--- src/rtl/jsp_pkg.sv ---
// shared types and status codes for the jpeg sof size parser
package jsp_pkg;

   // status codes carried on the result channel
   localparam logic [2:0] ST_OK       = 3'd0;
   localparam logic [2:0] ST_NO_SOI   = 3'd1;
   localparam logic [2:0] ST_NO_FF    = 3'd2;
   localparam logic [2:0] ST_EOI      = 3'd3;
   localparam logic [2:0] ST_SHORTLEN = 3'd4;
   localparam logic [2:0] ST_SOFLEN   = 3'd5;
   localparam logic [2:0] ST_TRUNC    = 3'd6;

   typedef struct packed {
      logic [7:0] data_byte;
      logic       last_byte;
   } req_type;

   typedef struct packed {
      logic        found;
      logic [2:0]  status;
      logic [15:0] image_width;
      logic [15:0] image_height;
   } rsp_type;

   // one result leaving the parser toward the output buffer
   typedef struct packed {
      logic    valid;
      rsp_type payload;
   } result_type;

endpackage

--- src/rtl/jpeg_sof_size_parser_top.sv ---
// top level of the jpeg sof size parser
// Scans a JPEG byte stream one byte per clock unless stalled and reports the
// image height and width from the first SOF segment, or an error status, as a
// single response per image. A request carries one byte plus a last-byte flag;
// one request is taken every cycle unless req_stall is high. The decision for a
// byte is made in the same cycle it is taken, and the response is registered
// into a two-entry output buffer (output register plus skid entry) for rsp_valid.
// Requests stall only when both buffer entries are occupied, so a response
// held by rsp_stall does not hold back the byte stream until a second one
// piles up behind it. Bytes after a decided outcome produce nothing; the byte
// flagged as last (with a truncation response if nothing was decided yet)
// rearms the parser for the next image.
module jpeg_sof_size_parser_top (
   input  logic             clock,
   input  logic             reset,
   // request channel
   input  logic             req_valid,
   output logic             req_stall,
   input  jsp_pkg::req_type req_payload,
   // response channel
   output logic             rsp_valid,
   input  logic             rsp_stall,
   output jsp_pkg::rsp_type rsp_payload
);

   // request taken this cycle
   logic                req_accept;
   // parser decision for the accepted byte
   jsp_pkg::result_type result;
   // skid entry occupied
   logic                buf_full;

   assign req_stall  = buf_full;
   assign req_accept = req_valid && !buf_full;

   // marker walk and dimension capture
   jsp_parser u_parser (
      .clock    (clock),
      .reset    (reset),
      .accept   (req_accept),
      .req_data (req_payload),
      .result   (result)
   );

   // response register with skid entry
   jsp_rsp_buffer u_rsp_buffer (
      .clock       (clock),
      .reset       (reset),
      .result      (result),
      .full        (buf_full),
      .rsp_valid   (rsp_valid),
      .rsp_stall   (rsp_stall),
      .rsp_payload (rsp_payload)
   );

endmodule

--- src/rtl/jsp_parser.sv ---
// byte-wise marker walk with state registers and same-cycle result decision
module jsp_parser (
   input  logic               clock,
   input  logic               reset,
   input  logic               accept,
   input  jsp_pkg::req_type   req_data,
   output jsp_pkg::result_type result
);

   localparam logic [3:0] PH_SOI0   = 4'd0;
   localparam logic [3:0] PH_SOI1   = 4'd1;
   localparam logic [3:0] PH_PREFIX = 4'd2;
   localparam logic [3:0] PH_MARKER = 4'd3;
   localparam logic [3:0] PH_LENHI  = 4'd4;
   localparam logic [3:0] PH_LENLO  = 4'd5;
   localparam logic [3:0] PH_SKIP   = 4'd6;
   localparam logic [3:0] PH_SOF    = 4'd7;
   localparam logic [3:0] PH_DONE   = 4'd8;

   localparam logic [7:0] MK_PREFIX = 8'hFF;
   localparam logic [7:0] MK_SOI    = 8'hD8;
   localparam logic [7:0] MK_TEM    = 8'h01;
   localparam logic [7:0] MK_RST_LO = 8'hD0;
   localparam logic [7:0] MK_RST_HI = 8'hD7;
   localparam logic [7:0] MK_EOI    = 8'hD9;
   localparam logic [7:0] MK_SOF_LO = 8'hC0;
   localparam logic [7:0] MK_SOF_HI = 8'hCF;
   localparam logic [7:0] MK_DHT    = 8'hC4;
   localparam logic [7:0] MK_JPG    = 8'hC8;
   localparam logic [7:0] MK_DAC    = 8'hCC;
   localparam logic [15:0] SOF_MIN_LEN = 16'd7;
   localparam logic [15:0] SEG_MIN_LEN = 16'd2;

   logic [3:0]  phase_ff,  phase_in;
   logic [15:0] skip_ff,   skip_in;
   logic [7:0]  len_hi_ff, len_hi_in;
   logic        is_sof_ff, is_sof_in;
   logic [2:0]  idx_ff,    idx_in;
   logic [15:0] height_ff, height_in;
   logic [15:0] width_ff,  width_in;

   logic        emit;
   logic        emit_ok;
   logic [2:0]  emit_status;
   logic [7:0]  b;
   logic [15:0] seg;
   logic [15:0] seg_payload;
   logic [15:0] skip_dec;

   assign b           = req_data.data_byte;
   assign seg         = {len_hi_ff, b};
   assign seg_payload = seg - SEG_MIN_LEN;
   assign skip_dec    = skip_ff - 16'd1;

   always_comb begin
      phase_in    = phase_ff;
      skip_in     = skip_ff;
      len_hi_in   = len_hi_ff;
      is_sof_in   = is_sof_ff;
      idx_in      = idx_ff;
      height_in   = height_ff;
      width_in    = width_ff;
      emit        = 1'b0;
      emit_ok     = 1'b0;
      emit_status = jsp_pkg::ST_OK;

      unique case (phase_ff)
         PH_SOI0: begin
            if (b == MK_PREFIX) begin
               phase_in = PH_SOI1;
            end else begin
               emit = 1'b1; emit_status = jsp_pkg::ST_NO_SOI;
            end
         end
         PH_SOI1: begin
            if (b == MK_SOI) begin
               phase_in = PH_PREFIX;
            end else begin
               emit = 1'b1; emit_status = jsp_pkg::ST_NO_SOI;
            end
         end
         PH_PREFIX: begin
            if (b == MK_PREFIX) begin
               phase_in = PH_MARKER;
            end else begin
               emit = 1'b1; emit_status = jsp_pkg::ST_NO_FF;
            end
         end
         PH_MARKER: begin
            if (b == MK_PREFIX) begin
               // fill byte
            end else if (b == MK_TEM || (b >= MK_RST_LO && b <= MK_RST_HI)) begin
               phase_in = PH_PREFIX;
            end else if (b == MK_EOI) begin
               emit = 1'b1; emit_status = jsp_pkg::ST_EOI;
            end else begin
               is_sof_in = (b >= MK_SOF_LO) && (b <= MK_SOF_HI) && (b != MK_DHT)
                           && (b != MK_JPG) && (b != MK_DAC);
               phase_in  = PH_LENHI;
            end
         end
         PH_LENHI: begin
            len_hi_in = b;
            phase_in  = PH_LENLO;
         end
         PH_LENLO: begin
            if (seg < SEG_MIN_LEN) begin
               emit = 1'b1; emit_status = jsp_pkg::ST_SHORTLEN;
            end else if (is_sof_ff) begin
               if (seg < SOF_MIN_LEN) begin
                  emit = 1'b1; emit_status = jsp_pkg::ST_SOFLEN;
               end else begin
                  idx_in   = 3'd0;
                  phase_in = PH_SOF;
               end
            end else begin
               skip_in  = seg_payload;
               phase_in = (seg_payload == 16'd0) ? PH_PREFIX : PH_SKIP;
            end
         end
         PH_SKIP: begin
            skip_in = skip_dec;
            if (skip_dec == 16'd0) begin
               phase_in = PH_PREFIX;
            end
         end
         PH_SOF: begin
            // precision, height hi/lo, width hi/lo
            case (idx_ff)
               3'd1:    height_in = {b, 8'h00};
               3'd2:    height_in = {height_ff[15:8], b};
               3'd3:    width_in  = {b, 8'h00};
               3'd4:    width_in  = {width_ff[15:8], b};
               default: ;
            endcase
            if (idx_ff >= 3'd4) begin
               emit = 1'b1; emit_ok = 1'b1; emit_status = jsp_pkg::ST_OK;
            end else begin
               idx_in = idx_ff + 3'd1;
            end
         end
         default: ;
      endcase

      if (emit) begin
         phase_in = PH_DONE;
      end

      // final byte: report truncation if undecided, then rearm
      if (req_data.last_byte) begin
         if (!emit && phase_in != PH_DONE) begin
            emit = 1'b1; emit_status = jsp_pkg::ST_TRUNC;
         end
         phase_in  = PH_SOI0;
         skip_in   = 16'd0;
         len_hi_in = 8'd0;
         is_sof_in = 1'b0;
         idx_in    = 3'd0;
      end
   end

   always_comb begin
      result.valid                = accept && emit;
      result.payload.found        = emit_ok;
      result.payload.status       = emit_status;
      result.payload.image_width  = emit_ok ? width_in  : 16'd0;
      result.payload.image_height = emit_ok ? height_in : 16'd0;
   end

   always_ff @(posedge clock) begin
      if (reset) begin
         phase_ff  <= PH_SOI0;
         skip_ff   <= 16'd0;
         len_hi_ff <= 8'd0;
         is_sof_ff <= 1'b0;
         idx_ff    <= 3'd0;
         height_ff <= 16'd0;
         width_ff  <= 16'd0;
      end else if (accept) begin
         phase_ff  <= phase_in;
         skip_ff   <= skip_in;
         len_hi_ff <= len_hi_in;
         is_sof_ff <= is_sof_in;
         idx_ff    <= idx_in;
         height_ff <= req_data.last_byte ? 16'd0 : height_in;
         width_ff  <= req_data.last_byte ? 16'd0 : width_in;
      end
   end

endmodule

--- src/rtl/jsp_rsp_buffer.sv ---
// two-entry result buffer: output register plus skid entry
module jsp_rsp_buffer (
   input  logic                clock,
   input  logic                reset,
   input  jsp_pkg::result_type result,
   output logic                full,
   output logic                rsp_valid,
   input  logic                rsp_stall,
   output jsp_pkg::rsp_type    rsp_payload
);

   logic             main_v_ff, main_v_in;
   logic             skid_v_ff, skid_v_in;
   jsp_pkg::rsp_type main_ff,  main_in;
   jsp_pkg::rsp_type skid_ff,  skid_in;
   logic             out_fire;

   assign out_fire = main_v_ff && !rsp_stall;

   always_comb begin
      main_v_in = main_v_ff;
      main_in   = main_ff;
      skid_v_in = skid_v_ff;
      skid_in   = skid_ff;
      if (!main_v_ff || out_fire) begin
         if (skid_v_ff) begin
            main_v_in = 1'b1;
            main_in   = skid_ff;
            skid_v_in = result.valid;
            skid_in   = result.payload;
         end else begin
            main_v_in = result.valid;
            main_in   = result.payload;
         end
      end else if (result.valid) begin
         skid_v_in = 1'b1;
         skid_in   = result.payload;
      end
   end

   always_ff @(posedge clock) begin
      if (reset) begin
         main_v_ff <= 1'b0;
         skid_v_ff <= 1'b0;
      end else begin
         main_v_ff <= main_v_in;
         skid_v_ff <= skid_v_in;
      end
   end

   always_ff @(posedge clock) begin
      main_ff <= main_in;
      skid_ff <= skid_in;
   end

   assign full        = skid_v_ff;
   assign rsp_valid   = main_v_ff;
   assign rsp_payload = main_ff;

endmodule

--- config.mk ---
export PLATFORM = sky130hd
export DESIGN_NAME = jpeg_sof_size_parser_top
export DESIGN_NICKNAME = d
export VERILOG_FILES = /design/src/rtl/jsp_pkg.sv /design/src/rtl/jpeg_sof_size_parser_top.sv /design/src/rtl/jsp_parser.sv /design/src/rtl/jsp_rsp_buffer.sv
export SDC_FILE = /design/constraint.sdc
export NUM_CORES = 1
export LEC_CHECK = 0
export ABC_AREA = 1
export BUFFER_PORTS_ARGS = -buffer_cell sky130_fd_sc_hd__buf_2
export CELL_PAD_IN_SITES_DETAIL_PLACEMENT = 1
export CELL_PAD_IN_SITES_GLOBAL_PLACEMENT = 2
export CORE_MARGIN = 2
export CORE_UTILIZATION = 36
export DETAILED_ROUTE_END_ITERATION = 8
export PLACE_DENSITY = 0.86
export SETUP_SLACK_MARGIN = 0.1
export SYNTH_ARGS = -nofsm -noshare
export SYNTH_HDL_FRONTEND = slang
export SYNTH_SLANG_ARGS = --single-unit
--- constraint.sdc ---
create_clock -name clock -period 4.7 [get_ports clock]
set_clock_uncertainty 0.15 [all_clocks]
set_input_delay 0 -clock clock [delete_from_list [all_inputs] [get_ports clock]]
set_output_delay 0 -clock clock [all_outputs]
set_load 0.005 [all_outputs]
==> metrics.cfg, run 1 <==
[timing]
fin_crit_sh_pct=83.6
rsz0062_at_grt=no
setup-tns-final_ns=0
clock.fmax_mhz=255
timing_hold_violations_final=0
timing.final.setup_violations=0
slew-limit-headroom_pct=20.1
layout_setup_ws_ns=0.772
worst_hold_slack_after_final_layout_ns=0.0316
final_max_slew_viol_count=0
worst_pin_slew_ns=1.20
layout_min_cycle_time_ns=3.93

[clock_tree]
cts_tree=built
cts_max_level=4
root_buffer=sky130_fd_sc_hd__clkbuf_16
ctsLongestPathBuffers=2
post-cts-setup-buffers=0
tritoncts_num_sinks=138
cts_buf_count=17
clk-insertion-delay-late_ns=0.43
clkSlewWorstSetupHoldPaths_ns=0.07

[setup_path]
timing.setup.critical_path_class=flop to flop
crit_fanout=39
arrival_ns=4.15
critical_path.startpoint_type=flop
critPathMaxStageDelay_ns=0.66
worstSetupEndpointType=flop
cp_slowest_cell=sky130_fd_sc_hd__nor3_2
r2r_slack_ns=0.77
timing.critical_path.required_ns=4.92
worst_path_cell_trace=inv_2 > nand2_4 > nor2_1 > inv_1 > nor3_2 > nand2_1 > a21oi_1 > dlygate4sd3_1

[yosys]
synthesis.yosys.warnings=0
synth_xor_xnor_area_share_pct=0.853
synth-compound-area-share_pct=12.9
synth_nets=930
synth_mux_area_share_pct=0
post_syn_area_per_cell_um2=7.90
postSynthCellCount=909
synth_edf_count=72
dominantRegCellSynth=sky130_fd_sc_hd__edfxtp_1
number_of_distinct_library_cells_after_synthesis=37
yosys.area_share.adder_pct=1.39
share_of_async_settable_or_async_resettable_flops_after_synthesis_pct=0
yosysSeqAreaShare_pct=48.5
ys_seq_elements=138
synth_top_family_by_area=simple AND/OR/NAND/NOR gates
synth_area_um2=7180
synth-simple-area-share_pct=30.3

[placement]
gpl.final_weighted_congestion=0.895
port_buffers=50
pre_cts_slack_ns=0.961
dp_hpwl_um=14300

[floorplanning]
i_o_pins=51
start_util_pct=36.8
die_height_um=145
die-area_um2=21100
floorplan.core_area_um2=19500
floorplan.die.width_um=145
num_rows=51

[grt]
largest_net_degree_at_the_start_of_global_routing=44
overflow_after_grt=0
track_usage_pct=20.6
antenna_found_initial=0
gr-usage-met2_pct=33.2
first_pass_grt_wire_length_um=34700
globalRoute.busiestLayer=met2
first_global_vias=6362
grt_use_met1_pct=28.5
grtUsageMet3_pct=3.30

[routing]
count_of_vias_placed_by_the_detailed_router=6250
drc=0
average_wire_per_cell_in_the_routed_design_um=17.0
ant_nets=0
drt_wl_total_um=21000
drt_iter0_drc=298
detailedRoute.firstPassIterationCount=5
via_per_inst=5.06

[pwr]
combinationalPowerShare_pct=8.5
total_leakage_power_nw=3.40
design_power_total_mw=2.96
power_per_cell_area_nw_per_um2=355
netSwitchingFraction_pct=27.4
ir_worst_vdd_mv=0.193
internal_power_summed_over_all_cells_mw=2.15
sequentialPowerShare_pct=44.9
portion_of_total_power_attributed_to_the_clock_network_pct=46.6
netSwitchingPower_mw=0.810

[flow_run]
cap_viol_max_count=0

[layout]
antenna_cells=0
layout-area-overhead-vs-synth_pct=15.9
final_nets=977
post_route_cells_drive_above_1_share_pct=13.8
fillers=2412
finalCoreUtilization_pct=42.7

[outcome]
status=finished, final reports clean

[min_path]
path_class_of_the_lowest_slack_min_delay_path=input pin to flop

cells in the mapped netlist, types with 5 or more instances:
library cell,number,share of area (%)
sky130_fd_sc_hd__nand2_1,272,14
sky130_fd_sc_hd__nor2_2,9,0.78
sky130_fd_sc_hd__inv_2,12,0.63
sky130_fd_sc_hd__or2_1,16,1.4
sky130_fd_sc_hd__nand4_1,5,0.44
sky130_fd_sc_hd__ha_1,8,1.4
sky130_fd_sc_hd__o21ai_1,7,0.49
sky130_fd_sc_hd__o211ai_1,7,0.73
sky130_fd_sc_hd__nor2_4,6,0.94
sky130_fd_sc_hd__clkbuf_1,25,1.3
sky130_fd_sc_hd__nor2_1,138,7.2
sky130_fd_sc_hd__nand3_1,31,2.2
sky130_fd_sc_hd__dfxtp_1,66,18
sky130_fd_sc_hd__buf_2,5,0.35
sky130_fd_sc_hd__nand2_2,11,0.96
sky130_fd_sc_hd__inv_1,51,2.7
sky130_fd_sc_hd__nand3b_1,8,0.84
sky130_fd_sc_hd__edfxtp_1,72,30
sky130_fd_sc_hd__a21oi_1,54,3.8
sky130_fd_sc_hd__a2bb2oi_1,16,2.0
sky130_fd_sc_hd__o21ai_0,18,1.3
sky130_fd_sc_hd__a22oi_1,35,3.7
sky130_fd_sc_hd__buf_6,5,0.78
worst max-delay path: cells and delay by family (launching register included):
kind	cells	cell delay, ns
AOI/OAI and AO/OA	1	0.15
buffers and inverters	3	1.61
DFF	1	0.32
and+or+nand+nor	4	1.60
flip-flops by register name, summed over array words and instances, names as in the netlist:
signal,cells
u_rsp_buffer.rsp_valid,1
u_parser.width_ff,16
u_parser.idx_ff,3
u_parser.skip_ff,16
u_parser.len_hi_ff,8
u_rsp_buffer.full,1
u_parser.height_ff,16
u_parser.is_sof_ff,1
u_rsp_buffer.rsp_payload,36
u_rsp_buffer.skid_ff,36
u_parser.phase_ff,4
final timing paths:
check / cells after the start / to / startpoint
setup / recovery: 8 / u_parser.len_hi_ff[0]$_SDFFE_PP0P_ / u_rsp_buffer.full$_SDFFE_PP0P_
hold reg to reg: 2 / u_parser.height_ff[0]$_SDFFE_PP0P_ / u_parser.height_ff[0]$_SDFFE_PP0P_
hold / removal: 4 / u_parser.height_ff[0]$_SDFFE_PP0P_ / req_valid
setup reg to reg: 8 / u_parser.len_hi_ff[0]$_SDFFE_PP0P_ / u_rsp_buffer.full$_SDFFE_PP0P_
power groups by stage:
stage               Sequential, mW  Combinational, mW  Clock [mW]
finish                        1.33              0.250        1.38
global route                  1.33              0.279        1.46
CTS                           1.33              0.253        1.40
detailed placement            1.36              0.245           0
global placement              1.35              0.242           0
floorplan                     1.36              0.158           0
per-layer routing:
layer  routed length, µm  part of all wire, %
met4                 277                  1.3
met1               10300                   49
met2                9750                   46
met5                   0                    0
met3                 687                  3.3
logic make-up after synthesis:
kind of cell	after synthesis
buffers and inverters	102
xor gates and xnor gates	7
adders and majority gates	8
AOI/OAI and AO/OA	146
and+or+nand+nor	508
DFF	138
per-stage QoR:
| step | std cells | cell area (µm²) |
|---|---|---|
| floorplan | 909 | 7180 |
| finish | 1234 | 8330 |
| global route | 1234 | 8330 |
| detailed placement | 1190 | 7610 |
| CTS | 1234 | 8320 |
| global placement | 1190 | 7610 |
cells in the final DEF, fill, tap and decap left out, types with 2 or more instances in the layout:
master and count:
sky130_fd_sc_hd__nor2_2 9, sky130_fd_sc_hd__inv_6 6, sky130_fd_sc_hd__nand3b_1 8, sky130_fd_sc_hd__o21ai_1 7, sky130_fd_sc_hd__clkbuf_16 17, sky130_fd_sc_hd__a21oi_4 2, sky130_fd_sc_hd__nand2_1 272, sky130_fd_sc_hd__a2bb2oi_1 16
sky130_fd_sc_hd__nand3_1 31, sky130_fd_sc_hd__dfxtp_1 66, sky130_fd_sc_hd__a211oi_1 3, sky130_fd_sc_hd__nand3_2 3, sky130_fd_sc_hd__dlygate4sd3_1 12, sky130_fd_sc_hd__xor2_1 4, sky130_fd_sc_hd__nand4_1 5, sky130_fd_sc_hd__nor3_1 4
sky130_fd_sc_hd__edfxtp_1 72, sky130_fd_sc_hd__a22oi_1 35, sky130_fd_sc_hd__nand2_2 10, sky130_fd_sc_hd__or2_1 16, sky130_fd_sc_hd__ha_1 8, sky130_fd_sc_hd__o211ai_1 7, sky130_fd_sc_hd__inv_2 12, sky130_fd_sc_hd__inv_1 51
sky130_fd_sc_hd__o21ai_0 18, sky130_fd_sc_hd__nand2_4 4, sky130_fd_sc_hd__a21oi_1 53, sky130_fd_sc_hd__buf_4 3, sky130_fd_sc_hd__a31oi_1 4, sky130_fd_sc_hd__nor2_4 6, sky130_fd_sc_hd__nor2_1 138, sky130_fd_sc_hd__buf_2 50
sky130_fd_sc_hd__inv_8 4, sky130_fd_sc_hd__xnor2_1 3, sky130_fd_sc_hd__clkinv_4 2
area by class of cell:
class	count	area [µm²]	share of cell area, %
sequential	138	3480	41.8
multi-input combinational	669	3280	39.4
clock buffer	17	425	5.11
timing repair buffer	65	393	4.72
tap	265	332	3.98
inverter	65	248	2.97
clock inverter	15	169	2.03
repair_timing:
action | 4_1_cts | 5_1_grt
gates resized for setup | 0 | 1
endpoints found under the hold margin | 34 | 0
endpoints found under the setup margin | 0 | 1
hold buffers | 12 | 0
Note: power is estimated with default switching activity, not from simulation.
==> inputs of run 2 (changes only) <==
- ABC_AREA: 1 -> 0
- CORE_UTILIZATION: 36 -> 39
- PLACE_DENSITY: 0.86 -> 0.87
- clock period: 4.7 -> 3.9 ns (I/O delays scaled with it)
==> run 2 against run 1 <==
Against the previous run: clock power rose by 22%; setup slack better by 0.14 ns; clock-buffer cell count up 1; non-clock buffer count grew 7; sequential power is 20% higher; register-to-register slack better by 0.16 ns; synthesized cell count fell by 24%; worst hold slack better by 0.010 ns; combinational power is 22% higher; first-iteration DRC count up 53%; cell area down 4.6%; critical endpoint is now u_rsp_buffer.full$_SDFFE_PP0P_; highest routed layer unchanged.
==> metrics.cfg, run 2 <==
[grt]
first_global_vias=5619  ; -12%
largest_net_degree_at_the_start_of_global_routing=58  ; +32%
track_usage_pct=21.0  ; +0.46 points
first_pass_grt_wire_length_um=30400  ; -12%
overflow_after_grt=0  ; unchanged
antenna_found_initial=0  ; unchanged

[clock_tree]
clk-insertion-delay-late_ns=0.43  ; about the same
cts_buf_count=17  ; unchanged
cts_max_level=4  ; unchanged
cts_tree=built
root_buffer=sky130_fd_sc_hd__clkbuf_16
clkSlewWorstSetupHoldPaths_ns=0.06  ; about the same
tritoncts_num_sinks=138  ; unchanged
ctsLongestPathBuffers=2  ; unchanged
post-cts-setup-buffers=0  ; unchanged

[timing]
layout_min_cycle_time_ns=2.98
timing.final.setup_violations=0  ; unchanged
rsz0062_at_grt=no
final_max_slew_viol_count=0  ; unchanged
slew-limit-headroom_pct=20.4  ; +0.28 points
clock.fmax_mhz=335
timing_hold_violations_final=0  ; unchanged
worst_pin_slew_ns=1.18  ; -0.0106 ns
setup-tns-final_ns=0  ; unchanged
fin_crit_sh_pct=76.5

[setup_path]
cp_slowest_cell=sky130_fd_sc_hd__dlygate4sd3_1
worst_path_cell_trace=dlygate4sd3_1 > buf_2 > or3_1 > nor4_2 > a2111o_1 > or3_1 > nand4_4 > o22ai_1 > nor3_1 > dlygate4sd3_1
timing.critical_path.required_ns=4.06  ; -0.86 ns
arrival_ns=3.14  ; -1.01 ns
worstSetupEndpointType=flop
critical_path.startpoint_type=input pin
timing.setup.critical_path_class=input pin to flop
crit_fanout=14  ; -64%
critPathMaxStageDelay_ns=0.57  ; -0.09 ns

[pwr]
combinationalPowerShare_pct=8.5  ; about the same
internal_power_summed_over_all_cells_mw=2.71  ; +26%
design_power_total_mw=3.58  ; +21%
sequentialPowerShare_pct=44.7  ; -0.2 points
netSwitchingPower_mw=0.877  ; +8.2%
portion_of_total_power_attributed_to_the_clock_network_pct=46.8  ; +0.2 points
total_leakage_power_nw=2.92  ; -14%
netSwitchingFraction_pct=24.5  ; -2.9 points
ir_worst_vdd_mv=0.313  ; +62%
power_per_cell_area_nw_per_um2=451  ; +27%

[routing]
via_per_inst=5.65  ; +12%
average_wire_per_cell_in_the_routed_design_um=19.6  ; +15%
ant_nets=0  ; unchanged
drt_wl_total_um=18900  ; -10%
drt_iter0_drc=457  ; +53%
detailedRoute.firstPassIterationCount=5  ; unchanged
drc=0  ; unchanged
count_of_vias_placed_by_the_detailed_router=5442  ; -13%

[yosys]
synth_top_family_by_area=simple AND/OR/NAND/NOR gates
synth_area_um2=6820  ; -5.0%
number_of_distinct_library_cells_after_synthesis=62  ; +68%
synth_xor_xnor_area_share_pct=2.82  ; +2.0 points
yosys.area_share.adder_pct=1.47  ; +0.074 points
synth-compound-area-share_pct=15.5  ; +2.6 points
synth-simple-area-share_pct=20.1  ; -10 points
synth_top_cell_by_area=sky130_fd_sc_hd__edfxtp_1
yosysSeqAreaShare_pct=51.0  ; +2.6 points
postSynthCellCount=687  ; -24%
synth_mux_area_share_pct=5.39  ; +5.4 points
netlist_top_cells_area=sky130_fd_sc_hd__edfxtp_1 (32%), sky130_fd_sc_hd__dfxtp_1 (19%), sky130_fd_sc_hd__nor2_1 (6.4%)
synthesis.yosys.warnings=0  ; unchanged
ys_seq_elements=138  ; unchanged
post-synth-top-area-fraction_pct=31.7  ; +1.6 points
share_of_async_settable_or_async_resettable_flops_after_synthesis_pct=0  ; unchanged
synthMostInstantiatedCell=sky130_fd_sc_hd__nor2_1
dominantRegCellSynth=sky130_fd_sc_hd__edfxtp_1
netlist_top_cells_count=sky130_fd_sc_hd__nor2_1 (116), sky130_fd_sc_hd__edfxtp_1 (72), sky130_fd_sc_hd__dfxtp_1 (66)
post_syn_area_per_cell_um2=9.93  ; +26%
synth_nets=708  ; -24%
synth_edf_count=72  ; unchanged

[placement]
gpl.final_weighted_congestion=0.831  ; -7.1%
dp_hpwl_um=12800  ; -10%
port_buffers=50  ; unchanged

[layout]
final_nets=746  ; -24%
highest_count_cells_in_the_layout_ignoring_fill_and_taps=sky130_fd_sc_hd__nor2_1 (116), sky130_fd_sc_hd__edfxtp_1 (72), sky130_fd_sc_hd__dfxtp_1 (65)
mostFrequentLayoutCell=sky130_fd_sc_hd__nor2_1
post_route_cells_drive_above_1_share_pct=18.4  ; +4.6 points
antenna_cells=0  ; unchanged
layout-area-overhead-vs-synth_pct=16.5

[floorplanning]
start_util_pct=39.7  ; +2.9 points
floorplan.core_area_um2=17200  ; -12%
die_height_um=136  ; -6.2%
num_rows=48  ; -5.9%
die-area_um2=18600  ; -12%
i_o_pins=51  ; unchanged
floorplan.die.width_um=136  ; -6.2%

[min_path]
path_class_of_the_lowest_slack_min_delay_path=input pin to flop

[flow_run]
cap_viol_max_count=0  ; unchanged

[outcome]
status=finished, final reports clean

## run 2: cell count changes in the layout (fill, tap and decap cells not counted), moves of 20 or more
cell and change:
sky130_fd_sc_hd__nand2_1 -235, sky130_fd_sc_hd__inv_1 -40, sky130_fd_sc_hd__a21oi_1 -33, sky130_fd_sc_hd__mux2_2 +30, sky130_fd_sc_hd__nor2_1 -22, sky130_fd_sc_hd__nand3_1 -21
sky130_fd_sc_hd__and3_1 +20
## run 2: final timing paths
| check | start | to | slack, ns | cells past startpoint |
|---|---|---|---|---|
| setup / recovery | req_payload[5] | u_rsp_buffer.full$_SDFFE_PP0P_ | 0.92 | 10 |
| setup reg to reg | u_parser.phase_ff[2]$_SDFFE_PP0P_ | u_rsp_buffer.rsp_payload[25]$_DFFE_PP_ | 0.93 | 8 |
| hold reg to reg | u_parser.skip_ff[10]$_SDFFE_PP0P_ | u_parser.skip_ff[10]$_SDFFE_PP0P_ | 0.36 | 2 |
| hold / removal | rsp_stall | u_rsp_buffer.rsp_valid$_SDFFE_PP0P_ | 0.04 | 4 |
## run 2: metrics by stage
step	hold slack [ns]	instances	cell area [µm²]	worst slack [ns]	util [%]
final	0.0416	963	7950	0.916	46.3
after global routing	0.101	963	7950	0.706	46.3
after CTS	0.0681	962	7950	0.765	46.3
after detailed placement	0.209	919	7220	0.873	42.1
after global placement	0.210	919	7220	1.02	42.1
after floorplan	0.0679	687	6820	0.881	-
## run 2: power by group through the flow
stage	Combinational [mW]	Sequential [mW]	Clock, mW
global route	0.338	1.61	1.76
detailed placement	0.296	1.64	0
floorplan	0.192	1.63	0
CTS	0.306	1.60	1.71
finish	0.304	1.60	1.68
global placement	0.286	1.63	0
## run 2: repair_timing
item	in CTS	in global routing
endpoints found under the setup margin	0	0
hold buffers	11	0
resized for setup	0	0
endpoints found under the hold margin	19	0
## run 2: per-layer routing
layer	track usage (%)	up-vias	wire length, µm
li1	-	2609	-
met1	28.1	2715	8680
met2	35.0	96	9300
met3	3.36	22	591
met4	6.60	0	290
met5	0	-	0
## run 2: kinds of logic (layout without fill, tap and decap cells)
kind of cell	Yosys count	after routing
simple gates	273	273
compound gates	149	149
flops	138	138
buf+inv	64	115
mux	33	33
xor+xnor	22	22
fa+ha+maj	8	8
## run 2: critical path, delay by kind of cell
| kind | cells | cell delay [ns] |
|---|---|---|
| buf+inv | 3 | 1.35 |
| simple gates | 5 | 1.29 |
| compound gates | 2 | 0.50 |
## run 2: cell type report
type	instances	area (µm²)
tap	225	282
clock buffer	18	429
inverter	11	41.3
fill	1926	9230
timing repair buffer	72	440
sequential	138	3480
multi-input combinational	485	3090
clock inverter	14	181
